$ cat src/rtl/lgge_pkg.sv
// shared types and constants for the life grid generation engine
package lgge_pkg;

	localparam int GRID_ROWS = 64;
	localparam int GRID_COLS = 64;

	localparam int ROW_AW = $clog2(GRID_ROWS);
	localparam int COL_AW = $clog2(GRID_COLS);
	localparam int CNT_W  = $clog2(GRID_ROWS + 1);

	// neighbor counts of the b3/s23 rule
	localparam int BIRTH_COUNT   = 3;
	localparam int SURVIVE_COUNT = 2;

	// sweep cycle at which the first new row is complete
	localparam int SWEEP_FIRST_WR = 3;
	// distance between the row being read and the row being written
	localparam int SWEEP_WR_LAG   = 2;

	typedef enum logic [1:0] {
		OP_WRITE = 2'd0,
		OP_STEP  = 2'd1,
		OP_READ  = 2'd2,
		OP_NONE  = 2'd3
	} op_t;

	typedef enum logic [1:0] {
		ST_IDLE,
		ST_CELL,
		ST_SWEEP
	} ctrl_state_t;

	typedef struct packed {
		logic capture;
		logic cell_exec;
		logic sweep_run;
	} lgge_cmd_t;

	typedef struct packed {
		logic sweep_last;
	} lgge_status_t;

endpackage

$ cat src/rtl/lgge_ctrl.sv
// controller state machine for the life grid generation engine
module lgge_ctrl import lgge_pkg::*; (
	input  logic         clk,
	input  logic         arst_n,
	input  logic         start,
	input  logic [1:0]   operation,
	input  lgge_status_t status,
	output lgge_cmd_t    cmd,
	output logic         busy
);

	ctrl_state_t state_q, state_d;

	always_ff @(posedge clk or negedge arst_n) begin
		if (!arst_n) begin
			state_q <= ST_IDLE;
		end else begin
			state_q <= state_d;
		end
	end

	always_comb begin
		state_d = state_q;
		cmd     = '0;
		busy    = 1'b1;
		unique case (state_q)
			ST_IDLE: begin
				busy = 1'b0;
				if (start) begin
					cmd.capture = 1'b1;
					if (operation == OP_STEP) begin
						state_d = ST_SWEEP;
					end else begin
						state_d = ST_CELL;
					end
				end
			end
			ST_CELL: begin
				cmd.cell_exec = 1'b1;
				state_d       = ST_IDLE;
			end
			ST_SWEEP: begin
				cmd.sweep_run = 1'b1;
				if (status.sweep_last) begin
					state_d = ST_IDLE;
				end
			end
			default: begin
				state_d = ST_IDLE;
			end
		endcase
	end

endmodule

$ cat config.mk
export PLATFORM = sky130hd
export DESIGN_NAME = lgge_ctrl
export DESIGN_NICKNAME = d
export VERILOG_FILES = /design/src/rtl/lgge_pkg.sv /design/src/rtl/lgge_ctrl.sv
export SDC_FILE = /design/constraint.sdc
export NUM_CORES = 1
export LEC_CHECK = 0
export ABC_AREA = 1
export BUFFER_PORTS_ARGS = -buffer_cell sky130_fd_sc_hd__buf_2
export CELL_PAD_IN_SITES_DETAIL_PLACEMENT = 1
export CELL_PAD_IN_SITES_GLOBAL_PLACEMENT = 2
export CORE_AREA = 2 2 39 41
export DETAILED_ROUTE_END_ITERATION = 7
export DIE_AREA = 0 0 41 43
export PLACE_DENSITY_LB_ADDON = 0.05
export RECOVER_POWER = 25
export SYNTH_ARGS = -nofsm -noshare
export SYNTH_HDL_FRONTEND = slang
export SYNTH_SLANG_ARGS = --single-unit
$ cat constraint.sdc
create_clock -name clk -period 1.7 [get_ports clk]
set_clock_uncertainty 0.2 [all_clocks]
set_input_delay 0.17 -clock clk [delete_from_list [all_inputs] [get_ports clk]]
set_output_delay 0.17 -clock clk [all_outputs]
set_load 0.03 [all_outputs]
# ---- Word level (Yosys, flattened, before mapping)
# Cells that the tools add are included.
dict set report totals {
  register_bits 2
  elab_cells 17
}
dict set report classes {
  eq_ne 5
  muxes 9
  n_reduce_logical 2
}
# cell n
set op_table {}
lappend op_table {{2-bit 2-to-1 mux} 3}
lappend op_table {{1-bit 2-to-1 mux} 5}
lappend op_table {{2-bit by 1-bit == test with 1-bit output, second input constant} 2}
lappend op_table {{2-bit inequality test, second input constant} 2}
lappend op_table {{2-bit case mux with 2 select lines} 1}
lappend op_table {{2-bit == test, second input constant} 1}
lappend op_table {{2-bit zero test} 1}
lappend op_table {{2-bit AND reduction} 1}

# ---- Logic depth before layout (Yosys ltp)
dict set report logic_depth {
  depth_word 4
  depth_mapped 4
  depth_no_buf 4
}

# ---- Least setup slack after synthesis
# Ideal clock, no wire load.
dict set report synth_path {
  kind {register -> output}
  from {register state_q[1]}
  to {output cmd[1] in the netlist's numbering}
  arrival_time_ps 819
  path_slack_ps 511
  stages_incl_launch_ff 2
  path_buffers 0
  cell_sequence {dfrtp_1 > nor2_1}
}
# item line_no
set synth_lines {}
lappend synth_lines {{start, declared} lgge_ctrl.sv:12} ;# ctrl_state_t state_q, state_d;
lappend synth_lines {{start signal, assigned} lgge_ctrl.sv:18} ;# state_q <= state_d;
lappend synth_lines {{end, declared} lgge_ctrl.sv:8} ;# output lgge_cmd_t cmd,

==> reports/summary.txt <==
Status: complete, no violations
CTS Buf Count: 3
Total Routed Length: 329 microns
Max stage delay on crit path: 0.40 ns
Primary FF master, synth: dfrtp_1
Top reg by flops: state_q
FF-to-FF path depth: 3
Post-synthesis sequential area ratio: 43.5%
Period minus WS final: 1.50 ns
Net switching fraction of the power: 31.7%
Mux cell area share after synthesis: 0%
Regs by FF count: state_q (2)
Worst VDD drop: 0.205 mV
Setup TNS: 0 ns
Compound-Gate Fraction of Synth Area: 0%
YS warnings: 0
Largest net degree at the start of global routing: 4
Via count: 137
Final period util: 88.2%
Crit-path slowest cell: dfrtp_1
CP Cell Sequence: nor2_2 -> nand2_1 -> inv_1 -> buf_2
Adder-cell share of the synthesized area: 0%
Post-DP HPWL: 249 microns
Post-Syn Area per Cell: 6.77 sq um
EDFF count, synth: 0
I/O Pins: 10
CP endpoint kind: output port
GRT Resource Usage Total: 5.61%
RSZ-0062 raised after global routing: no
Setup bufs post-CTS: 0
Die Y: 43 microns
Clk buf depth: 2
Hold depth: 3
Row cnt: 14
ANT nets after route: 0
Top cells by count, synth: inv_1, nand2_1, nor2_2
Largest family of logic cells by synthesized area: simple AND/OR/NAND/NOR gates
Drt initial violations: 3
Htree depth: 1
Die X: 41 microns
P per Cell Area: 988 nW/um^2
Slew HR: 88.6%
Post-Syn Area: 115 sq um
Core footprint: 1380 sq um
Crit Path Max Fanout: 3
Clk_lat worst skew: 0.22 ns
Ant. Diodes: 0
CTS tree: built
TritonRoute pass-1 iters: 2
Hold Vio Cnt, Final: 0
Via density: 2.91
Arr. time, crit path: 1.13 ns
Slew Limit Fails: 0
Final setup violation count: 0
Drt drc: 0
Layout cells sized above 1: 48.4%
Fmax: 667 MHz
Count leader, synth: inv_1
Synth top area share: 43.5%
Synthesis-stage register bit count: 2
Area grow syn2layout: 92.4%
Post-DR wirelength/cell: 7.00 microns
Clock share of power: 48.3%
Cell count after synthesis: 17
GPL Wtd Cong: 0.610
Post-Synth XOR/XNOR Area: 0%
Cell Int Power: 150 uW
Crit start category: register
Synth unique cells: 7
Async S/R FF share, synth: 100%
First-pass GRT wire length: 483 microns
Top cells by area, synth: dfrtp_1, inv_1, nor2_2, nand2_1, nor2_1
Initial core utilization: 8.32%
Layout Nets: 39
Clock root cell: clkbuf_4
Post-placement cell count: 42
Synthesized net count: 23
Seq pwr share: 25.7%
Simple-Gate Fraction of Synth Area: 37.0%
Finished Layout Cells: 47
DIE AREA: 1760 sq um
Least-Margin Pin Slew: 0.171 ns
Antenna violations before repair: 0
Synth area leader: dfrtp_1
Vias in the first global route: 129
MaxCap Viol Count: 0
Crit path kind: register to output port
Clk slew on worst S/H paths: 0.03 ns
Comb pwr share: 26.0%
Static Leakage: 0.000137 uW
Clk sink count: 2
Max FFs per register: 2
Req. time, crit path: 1.33 ns
Buffers on Ports: 9
Hold crit path type: input pin to register
Grt total ovfl: 0
Psw: 69.4 uW
## power by group through the flow
stage               sequential (uW)  combinational (uW)  clock (uW)
detailed placement             56.9                54.7           0
global route                   57.2                62.5         116
floorplan                      56.2                36.1           0
finish                         56.3                56.9         106
CTS                            56.5                58.3         113
global placement               56.4                54.8           0
## per-layer routing
layer / up-vias / global-route usage, % / wire [microns] / part of all wire, %
met5: - / 0 / 0 / 0
met4: 0 / 12.0 / 0 / 0
met3: 0 / 3.14 / 19 / 5.8
met2: 5 / 5.63 / 183 / 56
met1: 58 / 4.47 / 126 / 38
li1: 74 / - / - / -
## final cells by class
class	instances	area [sq um]
tap	16	20.0
multi-input combinational	9	42.5
fill	186	1160
clock buffer	3	22.5
timing repair buffer	11	63.8
sequential	2	50.0
inverter	6	22.5
## path summary, 6_finish.rpt
check	startpoint	end	slack (ns)
hold / removal	operation[1]	state_q[0]	0.01
max in group asynchronous	arst_n	state_q[1]	1.12
min in group asynchronous	arst_n	state_q[0]	0.06
setup / recovery	state_q[1]	cmd[2]	0.20
hold reg to reg	state_q[0]	state_q[1]	0.38
setup reg to reg	state_q[1]	state_q[0]	0.67
## kinds of logic after synthesis
group | after synthesis
and+or+nand+nor | 9
buffers and inverters | 6
DFF | 2
## layout by cell type (no fill, tap or decap)
cell / instances
inv_1: 5
clkbuf_4: 3
nand3_1: 1
nand2_1: 3
dfrtp_1: 2
nor2_2: 3
inv_2: 1
dlygate4sd3_1: 2
nor2_1: 2
clkbuf_1: 1
buf_2: 8
## stage by stage
| stage | power (uW) | worst slack (ns) | hold WS, ns | area, sq um | util [%] |
|---|---|---|---|---|---|
| detailed placement | 112 | 0.417 | -0.245 | 180 | 13.0 |
| global route | 236 | 0.102 | 0.0219 | 221 | 16.0 |
| floorplan | 92.4 | 0.511 | -0.326 | 115 | - |
| global placement | 111 | 0.431 | -0.245 | 180 | 13.0 |
| CTS | 228 | 0.174 | 0.00819 | 223 | 16.1 |
| finish | 219 | 0.201 | 0.0145 | 221 | 16.0 |
## worst max-delay path, delay by kind of cell (launching register included)
family	cells	cell delay, ns
flip-flops	1	0.40
AND/OR/NAND/NOR	2	0.27
buffers and inverters	2	0.24
## what timing repair did
action,in CTS,in global routing
resized for setup,0,0
hold buffers,2,0
hold endpoints to repair,3,0
Power figures use the tool's default switching activity.
